==> config.mk <==
export PLATFORM = sky130hd
export DESIGN_NAME = char_lcd_number_writer_core
export DESIGN_NICKNAME = d
export VERILOG_FILES = /design/src/rtl/clnw_pkg.sv /design/src/rtl/char_lcd_number_writer_core.sv
export SDC_FILE = /design/constraint.sdc
export NUM_CORES = 1
export LEC_CHECK = 0
export ABC_AREA = 1
export CAP_MARGIN = 20
export CORE_UTILIZATION = 55
export DETAILED_ROUTE_END_ITERATION = 10
export DONT_BUFFER_PORTS = 1
export PLACE_DENSITY = 0.7
export SLEW_MARGIN = 25
export SYNTH_ARGS = -nofsm -noshare
export SYNTH_HDL_FRONTEND = slang
export SYNTH_SLANG_ARGS = --single-unit
==> constraint.sdc <==
create_clock -name clk -period 3.2 [get_ports clk]
set_clock_uncertainty 0.05 [all_clocks]
set_input_delay 0.32 -clock clk [delete_from_list [all_inputs] [get_ports clk]]
set_output_delay 0.32 -clock clk [all_outputs]
set_load 0.005 [all_outputs]
==> src/rtl/clnw_pkg.sv <==
`timescale 1ns / 1ps

package clnw_pkg;

	localparam int MAX_DIGITS  = 16;
	localparam int SIGNED_CAP  = 15;
	localparam int BCD_DIGITS  = 5;
	localparam int VALUE_W     = 16;
	localparam int CONV_STEPS  = VALUE_W;

	localparam logic [2:0] ACT_INIT = 3'd0;
	localparam logic [2:0] ACT_CHAR = 3'd1;
	localparam logic [2:0] ACT_UDEC = 3'd2;
	localparam logic [2:0] ACT_SDEC = 3'd3;
	localparam logic [2:0] ACT_HEX  = 3'd4;
	localparam logic [2:0] ACT_BIN  = 3'd5;

	localparam logic [7:0] CMD_SET_ADDR = 8'h80;
	localparam logic [7:0] CMD_ENTRY    = 8'h06;
	localparam logic [7:0] CMD_DISP_ON  = 8'h0c;
	localparam logic [7:0] CMD_FUNC_SET = 8'h38;
	localparam logic [7:0] LINE2_OFFSET = 8'h40;
	localparam logic [7:0] CHR_ZERO     = 8'h30;
	localparam logic [7:0] CHR_A        = 8'h41;
	localparam logic [7:0] CHR_MINUS    = 8'h2d;
	localparam logic [7:0] CHR_PLUS     = 8'h2b;

	typedef enum logic [2:0] {
		ST_IDLE,
		ST_CONV,
		ST_INIT,
		ST_POS,
		ST_SIGN,
		ST_CHAR,
		ST_DIGIT
	} state_t;

endpackage

==> src/rtl/char_lcd_number_writer_core.sv <==
// Sequencing: an accepted item leaves idle, and its first byte is then loaded into the output
//   register when it is free; decimal actions first run a bit-serial binary-to-BCD conversion.
// Throughput: one byte per cycle while out_ready is high; the next item is taken the cycle
//   after the last byte of the run is loaded. An unknown action writes no byte; the longest
//   item is 16 decimal digits: conversion, position byte, then the digits.
// Reset: arst_n (async, active low) clears the sequencer and the output valid; no clear pass.
`timescale 1ns / 1ps

module char_lcd_number_writer_core (
	input  logic        clk,
	input  logic        arst_n,
	// request channel
	input  logic        in_valid,
	output logic        in_ready,
	input  logic [2:0]  action,
	input  logic [1:0]  row,
	input  logic [5:0]  column,
	input  logic [15:0] value,
	input  logic [4:0]  digit_count,
	// LCD write channel
	output logic        out_valid,
	input  logic        out_ready,
	output logic        is_data,
	output logic [7:0]  lcd_byte,
	output logic        last
);

	clnw_pkg::state_t state_q, state_nxt;

	// per-item context
	logic [2:0]  act_q;
	logic [7:0]  pos_byte_q;     // DDRAM address; the set-address bit is ORed in when emitted
	logic [4:0]  len_q;          // saturated digit count
	logic [3:0]  pos_q;          // digit position being emitted, counts down to 0
	logic [3:0]  cnt_q;          // conversion step / init command index
	logic        neg_q;
	logic [15:0] shift_q;        // magnitude being shifted out MSB first; char or binary operand
	logic [19:0] bcd_q;          // BCD digits (decimal) or hex operand in low byte

	// output register
	logic        out_valid_q;
	logic        is_data_q;
	logic [7:0]  lcd_byte_q;
	logic        last_q;

	// emit request from the sequencer
	logic        emit_valid;
	logic        emit_data;
	logic [7:0]  emit_byte;
	logic        emit_last;
	logic        slot_free;
	logic        fire;
	logic        accept;

	// accept-time decode
	logic [4:0]  len_sat;
	logic [4:0]  len_in;
	logic [7:0]  addr_in;
	logic [15:0] mag_in;

	// digit selection
	logic [3:0]  cur_nib;
	logic        cur_bit;
	logic [3:0]  cur_digit;
	logic [19:0] bcd_adj;

	assign in_ready  = (state_q == clnw_pkg::ST_IDLE);
	assign accept    = in_valid && in_ready;
	assign slot_free = !out_valid_q || out_ready;
	assign fire      = emit_valid && slot_free;

	assign out_valid = out_valid_q;
	assign is_data   = is_data_q;
	assign lcd_byte  = lcd_byte_q;
	assign last      = last_q;

	// digit count saturation; signed decimal leaves room for the sign
	always_comb begin
		len_sat = (digit_count > 5'(clnw_pkg::MAX_DIGITS)) ? 5'(clnw_pkg::MAX_DIGITS)
		                                                   : digit_count;
		len_in  = len_sat;
		if (action == clnw_pkg::ACT_SDEC && len_sat > 5'(clnw_pkg::SIGNED_CAP))
			len_in = 5'(clnw_pkg::SIGNED_CAP);
	end

	// DDRAM address wraps in 8 bits before the command bit is ORed in
	assign addr_in = 8'({2'b00, column}) + ((row == 2'd2) ? clnw_pkg::LINE2_OFFSET : 8'h00)
	                 - 8'd1;

	// two's complement magnitude; 0x8000 stays 32768
	assign mag_in = (action == clnw_pkg::ACT_SDEC && value[15]) ? (16'd0 - value) : value;

	// double-dabble: add 3 to every digit >= 5 before the shift
	always_comb begin
		for (int i = 0; i < clnw_pkg::BCD_DIGITS; i++) begin
			bcd_adj[4*i +: 4] = (bcd_q[4*i +: 4] >= 4'd5) ? bcd_q[4*i +: 4] + 4'd3
			                                              : bcd_q[4*i +: 4];
		end
	end

	// positions above the operand's digits read as zero
	always_comb begin
		cur_nib = 4'd0;
		for (int i = 0; i < clnw_pkg::BCD_DIGITS; i++) begin
			if (pos_q == 4'(i))
				cur_nib = bcd_q[4*i +: 4];
		end
		cur_bit = 1'b0;
		for (int i = 0; i < 8; i++) begin
			if (pos_q == 4'(i))
				cur_bit = shift_q[i];
		end
		cur_digit = (act_q == clnw_pkg::ACT_BIN) ? {3'b000, cur_bit} : cur_nib;
	end

	// next state
	always_comb begin
		state_nxt = state_q;
		case (state_q)
			clnw_pkg::ST_IDLE: begin
				if (accept) begin
					case (action)
						clnw_pkg::ACT_INIT: state_nxt = clnw_pkg::ST_INIT;
						clnw_pkg::ACT_CHAR,
						clnw_pkg::ACT_HEX,
						clnw_pkg::ACT_BIN:  state_nxt = clnw_pkg::ST_POS;
						clnw_pkg::ACT_UDEC,
						clnw_pkg::ACT_SDEC: state_nxt = clnw_pkg::ST_CONV;
						default:            state_nxt = clnw_pkg::ST_IDLE; // no output
					endcase
				end
			end
			clnw_pkg::ST_CONV: begin
				if (cnt_q == 4'(clnw_pkg::CONV_STEPS - 1))
					state_nxt = clnw_pkg::ST_POS;
			end
			clnw_pkg::ST_INIT: begin
				if (fire && cnt_q == 4'd2)
					state_nxt = clnw_pkg::ST_IDLE;
			end
			clnw_pkg::ST_POS: begin
				if (fire) begin
					if (act_q == clnw_pkg::ACT_CHAR)
						state_nxt = clnw_pkg::ST_CHAR;
					else if (act_q == clnw_pkg::ACT_SDEC)
						state_nxt = clnw_pkg::ST_SIGN;
					else if (len_q == 5'd0)
						state_nxt = clnw_pkg::ST_IDLE;
					else
						state_nxt = clnw_pkg::ST_DIGIT;
				end
			end
			clnw_pkg::ST_SIGN: begin
				if (fire)
					state_nxt = (len_q == 5'd0) ? clnw_pkg::ST_IDLE : clnw_pkg::ST_DIGIT;
			end
			clnw_pkg::ST_CHAR: begin
				if (fire)
					state_nxt = clnw_pkg::ST_IDLE;
			end
			clnw_pkg::ST_DIGIT: begin
				if (fire && pos_q == 4'd0)
					state_nxt = clnw_pkg::ST_IDLE;
			end
			default: state_nxt = clnw_pkg::ST_IDLE;
		endcase
	end

	// byte to emit in the current state
	always_comb begin
		emit_valid = 1'b0;
		emit_data  = 1'b0;
		emit_byte  = 8'h00;
		emit_last  = 1'b0;
		case (state_q)
			clnw_pkg::ST_INIT: begin
				emit_valid = 1'b1;
				case (cnt_q)
					4'd0:    emit_byte = clnw_pkg::CMD_ENTRY;
					4'd1:    emit_byte = clnw_pkg::CMD_DISP_ON;
					default: emit_byte = clnw_pkg::CMD_FUNC_SET;
				endcase
				emit_last = (cnt_q == 4'd2);
			end
			clnw_pkg::ST_POS: begin
				emit_valid = 1'b1;
				emit_byte  = clnw_pkg::CMD_SET_ADDR | pos_byte_q;
				emit_last  = (len_q == 5'd0) && (act_q != clnw_pkg::ACT_CHAR)
				             && (act_q != clnw_pkg::ACT_SDEC);
			end
			clnw_pkg::ST_SIGN: begin
				emit_valid = 1'b1;
				emit_data  = 1'b1;
				emit_byte  = neg_q ? clnw_pkg::CHR_MINUS : clnw_pkg::CHR_PLUS;
				emit_last  = (len_q == 5'd0);
			end
			clnw_pkg::ST_CHAR: begin
				emit_valid = 1'b1;
				emit_data  = 1'b1;
				emit_byte  = shift_q[7:0];
				emit_last  = 1'b1;
			end
			clnw_pkg::ST_DIGIT: begin
				emit_valid = 1'b1;
				emit_data  = 1'b1;
				emit_byte  = (cur_digit >= 4'd10)
				             ? clnw_pkg::CHR_A + 8'({4'b0000, cur_digit}) - 8'd10
				             : clnw_pkg::CHR_ZERO + 8'({4'b0000, cur_digit});
				emit_last  = (pos_q == 4'd0);
			end
			default: begin
				emit_valid = 1'b0;
			end
		endcase
	end

	// control registers
	always_ff @(posedge clk or negedge arst_n) begin
		if (!arst_n) begin
			state_q     <= clnw_pkg::ST_IDLE;
			out_valid_q <= 1'b0;
			cnt_q       <= 4'd0;
		end else begin
			state_q <= state_nxt;
			if (slot_free)
				out_valid_q <= emit_valid;
			if (accept)
				cnt_q <= 4'd0;
			else if (state_q == clnw_pkg::ST_CONV)
				cnt_q <= cnt_q + 4'd1;
			else if (state_q == clnw_pkg::ST_INIT && fire)
				cnt_q <= cnt_q + 4'd1;
		end
	end

	// payload and datapath registers
	always_ff @(posedge clk) begin
		if (fire) begin
			is_data_q  <= emit_data;
			lcd_byte_q <= emit_byte;
			last_q     <= emit_last;
		end
		if (accept) begin
			act_q      <= action;
			pos_byte_q <= addr_in;
			len_q      <= len_in;
			neg_q      <= value[15];
			shift_q    <= mag_in;
			bcd_q      <= (action == clnw_pkg::ACT_HEX) ? {12'h000, value[7:0]} : 20'h00000;
		end else if (state_q == clnw_pkg::ST_CONV) begin
			// one bit of the magnitude enters the BCD register per cycle
			bcd_q   <= {bcd_adj[18:0], shift_q[15]};
			shift_q <= {shift_q[14:0], 1'b0};
		end
		// leaving the position or sign byte: start at the most significant digit
		if (fire && (state_q == clnw_pkg::ST_POS || state_q == clnw_pkg::ST_SIGN))
			pos_q <= 4'(len_q - 5'd1);
		else if (fire && state_q == clnw_pkg::ST_DIGIT)
			pos_q <= pos_q - 4'd1;
	end

endmodule

==> impl_metrics.toml, run 1 <==
[cells_and_area]
area.sequential_um2 = 2180
drive_gt1_share_pct = 11.2
multi_input_area_um2 = 2190
nets = 635
antenna_cells = 0
fin_util_pct = 61.8
fillers = 728
layout_commonest_cell = "nand2_1"
final_cell_count_no_fill = 685
most-common-layout-cells = "100 x nand2_1, 68 x inv_1, 66 x edfxtp_1, 52 x nor2_1, 41 x o21ai_1"
area_growth_pct = 7.44

[critical_path]
slowest_delay_ns = 0.43
reg2regPathDepth = 16
endpoint_kind = "register"
r2r_end = "lcd_byte[1]$_DFFE_PP_"
cpMostUsedCell = "nand3_1"
ff2ff_setup_slack_ns = 0.44
crit_slowest_cell = "edfxtp_1"
crit-reg2reg-launch = "pos_q[0]$_DFFE_PP_"
critPathLaunchType = "register"
crit_family = "simple AND/OR/NAND/NOR gates"
cp_cell_sequence = "inv_1 > ha_1 > inv_1 > nor3_1 > nand3_1 > nand3_1 > nand3_1 > nand4_1 > nand2_1 > ha_1 > nand2_2 > nand2_4 > inv_2 > nand2_1 > nand3_1 > nand2_1"
path_max_fanout = 6
critical_path_arrival_ns = 2.80
crit_buf_inv = 3
crit_type = "reg2reg"
required_ns = 3.24

[logic_synthesis]
yosysTopAreaCell = "edfxtp_1"
syn_avg_cell_area_um2 = 8.39
yosysWarnings = 0
syn_area_um2 = 4780
synth_top_area_share_pct = 41.5
yosys-top-cells-area = "edfxtp_1 41%, nand2_1 7.9%, ha_1 6.3%"
syn_inst = 569
synthArstFlopShare_pct = 10.8
synth_edf_count = 66
yosysUniqueCellTypes = 40
ys.flop_type = "edfxtp_1"
ys_seq_elements = 74
mappedNetlistNets = 629
ys_seq_area_share_pct = 45.7

[timing]
max-slew-margin-rel_pct = 64.9
fmaxAchievable_ghz = 0.362
hold_viol_final = 0
finalSetupViolations = 0
tightest_slew_ns = 0.522
slew_viol_final = 0
finalCritPeriodShare_pct = 86.3
period_minus_slack_ns = 2.76
rsz0062_at_grt = "false"
tns_ns = 0

[worst_hold_path]
worstHoldStart = "value[15]"
min_to = "neg_q$_DFFE_PP_"
worstHoldPathType = "in2reg"
hold_depth = 0

[place]
dp_cells = 668
hpwl_um = 7880
gp_congestion = 0.917
placement.io_buffers = 0

[floorplan]
dieArea_um2 = 9060
pin_count = 48
rows = 33
floorplan.initialDensity_pct = 57.5
core_um2 = 8300
die_h_um = 95.2
dieWidth_um = 95.2

[global_routing]
grt_antenna_before_repair = 0
grt_max_degree = 37
gr-total-overflow = 0
grt_pass1_vias = 3641
grt_pass1_wl_um = 17200
track_usage_pct = 25.1

[cts]
htreeDepth = 3
clockBufferDepth = 2
clk_pin_slew_ns = 0.08
cts_resized = 0
cts_setup_buffers = 0
cts_sinks = 74
clk-insertion-delay-late_ns = 0.35
cts_root_buffer = "clkbuf_8"
cts_made_buffers = 9
cts_hold_buf = 1
cts_tree = "built"

[drt]
drt_iter0_drc = 282
avgRoutedWirePerCell_um = 15.2
drc = 0
wirelength_um = 10400
vias_per_cell = 5.54
first_pass_iters = 6
ant_nets = 0
num_vias = 3794

[pwr]
netSwitchingFraction_pct = 41.6
vdd_drop_max_mv = 0.381
leakage_nw = 2.27
seq_power_share_pct = 40.9
power_frac_comb_pct = 42.1
clkPwrFrac_pct = 17.0
powerDensity_nw_per_um2 = 983
p_int_mw = 2.95
switching_power_mw = 2.10

[run_status]
status = "completed"

[run]
cap_violations = 0
==> metrics by stage <==
stage | setup WS [ns] | hold slack [ns] | instance area (um^2) | total power, mW
floorplan | 0.822 | -0.0256 | 4780 | 3.61
global route | 0.116 | 0.00126 | 5130 | 5.47
detailed placement | 0.456 | -0.0252 | 4880 | 4.17
global placement | 0.634 | -0.0252 | 4880 | 4.08
finish | 0.437 | 0.0177 | 5130 | 5.04
CTS | 0.431 | 0.00140 | 5130 | 5.05
==> metal layers <==
metal  GRT usage [%]  vias up  part of all wire, %
li1                -     1918                    -
met1            33.5     1743                   46
met2            41.4      119                   47
met3            3.75       14                  5.4
met4            8.84        0                  1.3
met5               0        -                    0
==> cell families (layout without fill, tap and decap cells) <==
family | count (synthesis) | in the layout | synth area share (%)
AND/OR/NAND/NOR | 237 | 237 | 22.5
AO/OA/AOI/OAI | 105 | 105 | 12.4
buffers and inverters | 104 | 115 | 8.51
flip-flops | 74 | 74 | 45.7
adder cells (fa/ha/maj) | 24 | 24 | 6.29
XOR/XNOR | 24 | 24 | 4.40
multiplexers | 1 | 1 | 0.210
==> power groups by stage <==
stage                     sequential, mW  clock (mW)  combinational (mW)
after global routing                2.11       0.916                2.44
after global placement              2.06           0                2.02
after CTS                           2.06       0.873                2.12
after detailed placement            2.08           0                2.09
final                               2.06       0.858                2.12
after floorplan                     1.96           0                1.66
==> synthesized netlist by cell type (8+ instances only) <==
cell,instances
a21oi_1,25
dfrtp_1,8
edfxtp_1,66
ha_1,24
inv_1,68
inv_2,26
nand2_1,100
nand2_2,8
nand3_1,39
nor2_1,52
nor3_1,13
o21ai_0,18
o21ai_1,41
xor2_1,19
==> worst max-delay path by stage <==
stage | start | endpoint | slack (ns) | depth (start not counted)
CTS | pos_q[0]$_DFFE_PP_ | lcd_byte[1]$_DFFE_PP_ | 0.43 | 16
global placement | pos_q[0]$_DFFE_PP_ | lcd_byte[2]$_DFFE_PP_ | 0.63 | 16
floorplan | pos_q[0]$_DFFE_PP_ | lcd_byte[2]$_DFFE_PP_ | 0.82 | 20
detailed placement | pos_q[0]$_DFFE_PP_ | lcd_byte[1]$_DFFE_PP_ | 0.46 | 16
global route | pos_q[0]$_DFFE_PP_ | lcd_byte[2]$_DFFE_PP_ | 0.12 | 16
finish | pos_q[0]$_DFFE_PP_ | lcd_byte[1]$_DFFE_PP_ | 0.44 | 16
==> area by class of cell <==
type / instances / share of cell area, %
clock buffer: 12 / 3.22
clock inverter: 4 / 1.41
inverter: 94 / 6.88
multi-input combinational: 391 / 42.6
sequential: 74 / 42.5
tap: 105 / 2.56
timing repair buffer: 5 / 0.780
==> sequential cells by signal, summed over array words and instances, names as in the netlist, 3 cells and up <==
name,count
lcd_byte,8
pos_q,4
state_q,3
pos_byte_q,7
len_q,5
shift_q,16
cnt_q,4
bcd_q,20
act_q,3
Note: power is estimated with default switching activity, not from simulation.
==> run 2: changes to the inputs <==
--- a/config.mk
+++ b/config.mk
@@ -7,6 +7,8 @@
 export LEC_CHECK = 0
 export ABC_AREA = 1
 export CAP_MARGIN = 20
+export CORE_ASPECT_RATIO = 0.6
+export CORE_MARGIN = 2
 export CORE_UTILIZATION = 55
 export DETAILED_ROUTE_END_ITERATION = 10
 export DONT_BUFFER_PORTS = 1
==> impl_metrics.toml, run 2 (synthesis gave the netlist of run 1 again) <==
[timing]
rsz0062_at_grt = "false"
finalSetupViolations = 0
max-slew-margin-rel_pct = 61.8
holdWs_ns = 0.0158
setup_ws_ns = 0.412
period_minus_slack_ns = 2.79
fmaxAchievable_ghz = 0.359
tightest_slew_ns = 0.567
tns_ns = 0
hold_viol_final = 0
finalCritPeriodShare_pct = 87.1
slew_viol_final = 0

[place]
placement.io_buffers = 0
gp_congestion = 0.923
dp_slack_ns = 0.447
dp_cells = 674
hpwl_um = 8300

[pwr]
p_int_mw = 3.07
switching_power_mw = 2.17
vdd_drop_max_mv = 0.400
netSwitchingFraction_pct = 41.5
power_frac_comb_pct = 40.5
powerDensity_nw_per_um2 = 1010
clkPwrFrac_pct = 20.1
p_total_mw = 5.24
leakage_nw = 2.29
seq_power_share_pct = 39.4

[cts]
clk-insertion-delay-late_ns = 0.35
cts_tree = "built"
cts_hold_buf = 1
cts_resized = 0
cts_sinks = 74
cts_setup_buffers = 0
cts_root_buffer = "clkbuf_16"
clk_pin_slew_ns = 0.06
clockBufferDepth = 2
cts_made_buffers = 9
htreeDepth = 3

[critical_path]
r2r_end = "lcd_byte[2]$_DFFE_PP_"
reg2regPathDepth = 16
ff2ff_setup_slack_ns = 0.41
path_max_fanout = 6
crit-reg2reg-launch = "pos_q[0]$_DFFE_PP_"
critical_path_arrival_ns = 2.81
crit_path_start = "pos_q[0]$_DFFE_PP_"
required_ns = 3.23
crit_type = "reg2reg"
cp-endpoint = "lcd_byte[2]$_DFFE_PP_"
endpoint_kind = "register"
critPathLaunchType = "register"

[cells_and_area]
layout_commonest_cell = "nand2_1"
multi_input_area_um2 = 2190
drive_gt1_share_pct = 11.1
area.sequential_um2 = 2180
most-common-layout-cells = "100 x nand2_1, 68 x inv_1, 66 x edfxtp_1, 52 x nor2_1, 41 x o21ai_1"
final_cell_count_no_fill = 691
nets = 634
largest_reg_flops = 20
area_growth_pct = 9.01
antenna_cells = 0
fillers = 744
max_flop_register = "bcd_q"

[global_routing]
gr-total-overflow = 0
grt_max_degree = 37
grt_pass1_vias = 3553
grt_antenna_before_repair = 0
grt_pass1_wl_um = 17800
track_usage_pct = 24.0

[floorplan]
dieArea_um2 = 9470
pin_count = 48
core_um2 = 8460
dieWidth_um = 124
die_h_um = 76.2
floorplan.initialDensity_pct = 56.5
rows = 26

[drt]
vias_per_cell = 5.59
wirelength_um = 10900
avgRoutedWirePerCell_um = 15.7
num_vias = 3865
drt_iter0_drc = 386
first_pass_iters = 6
ant_nets = 0
drc = 0

[run_status]
status = "completed"

[run]
cap_violations = 0

[worst_hold_path]
worstHoldPathType = "in2reg"
[run 2: worst min-delay path by stage]
stage | from | to | slack (ns) | depth (start not counted)
final | action[0] | act_q[0]$_DFFE_PP_ | 0.02 | 0
after global routing | action[2] | act_q[2]$_DFFE_PP_ | 0.004 | 0
after CTS | action[0] | act_q[0]$_DFFE_PP_ | 0.009 | 0
after detailed placement | arst_n | out_valid$_DFFE_PN0N_ | -0.03 | 0
after global placement | arst_n | out_valid$_DFFE_PN0N_ | -0.03 | 0
after floorplan | arst_n | cnt_q[0]$_DFFE_PN0P_ | -0.03 | 0
[run 2: critical path: stages, from the launching register on]
cell	delay, ns
edfxtp_1	0.42
inv_1	0.15
ha_1	0.28
inv_1	0.14
nor3_1	0.28
nand3_1	0.13
nand3_1	0.11
nand3_1	0.07
nand4_1	0.11
nand2_1	0.13
ha_1	0.24
nand2_2	0.09
nand2_4	0.08
inv_2	0.07
nand2_1	0.05
nand3_1	0.06
nand2_1	0.05
[run 2: power by group through the flow]
stage | combinational, mW | clock [mW] | sequential (mW)
finish | 2.12 | 1.05 | 2.07
global route | 2.43 | 1.10 | 2.12
CTS | 2.11 | 1.06 | 2.06
detailed placement | 2.10 | 0 | 2.08
global placement | 2.02 | 0 | 2.07
floorplan | 1.66 | 0 | 1.96
[run 2: metal layers]
layer | vias up | track usage, % | share of wire, %
met1 | 1799 | 35.5 | 48
met3 | 9 | 6.46 | 8.2
li1 | 1916 | - | -
met4 | 0 | 7.42 | 0.96
met5 | - | 0 | 0
met2 | 141 | 34.6 | 42
[run 2: per-stage QoR]
stage	utilization [%]	cell area (um^2)
after floorplan	-	4780
after global placement	57.8	4880
after detailed placement	57.8	4880
after CTS	61.6	5210
after global routing	61.6	5210
final	61.6	5210
[run 2: area by class of cell]
| type | instances | share of cell area (%) |
|---|---|---|
| Tap cell | 112 | 2.69 |
| Multi-Input combinational cell | 391 | 42.0 |
| Inverter | 94 | 6.78 |
| Clock inverter | 6 | 1.39 |
| Sequential cell | 74 | 41.9 |
| Clock buffer | 10 | 4.59 |
| Timing Repair Buffer | 4 | 0.625 |
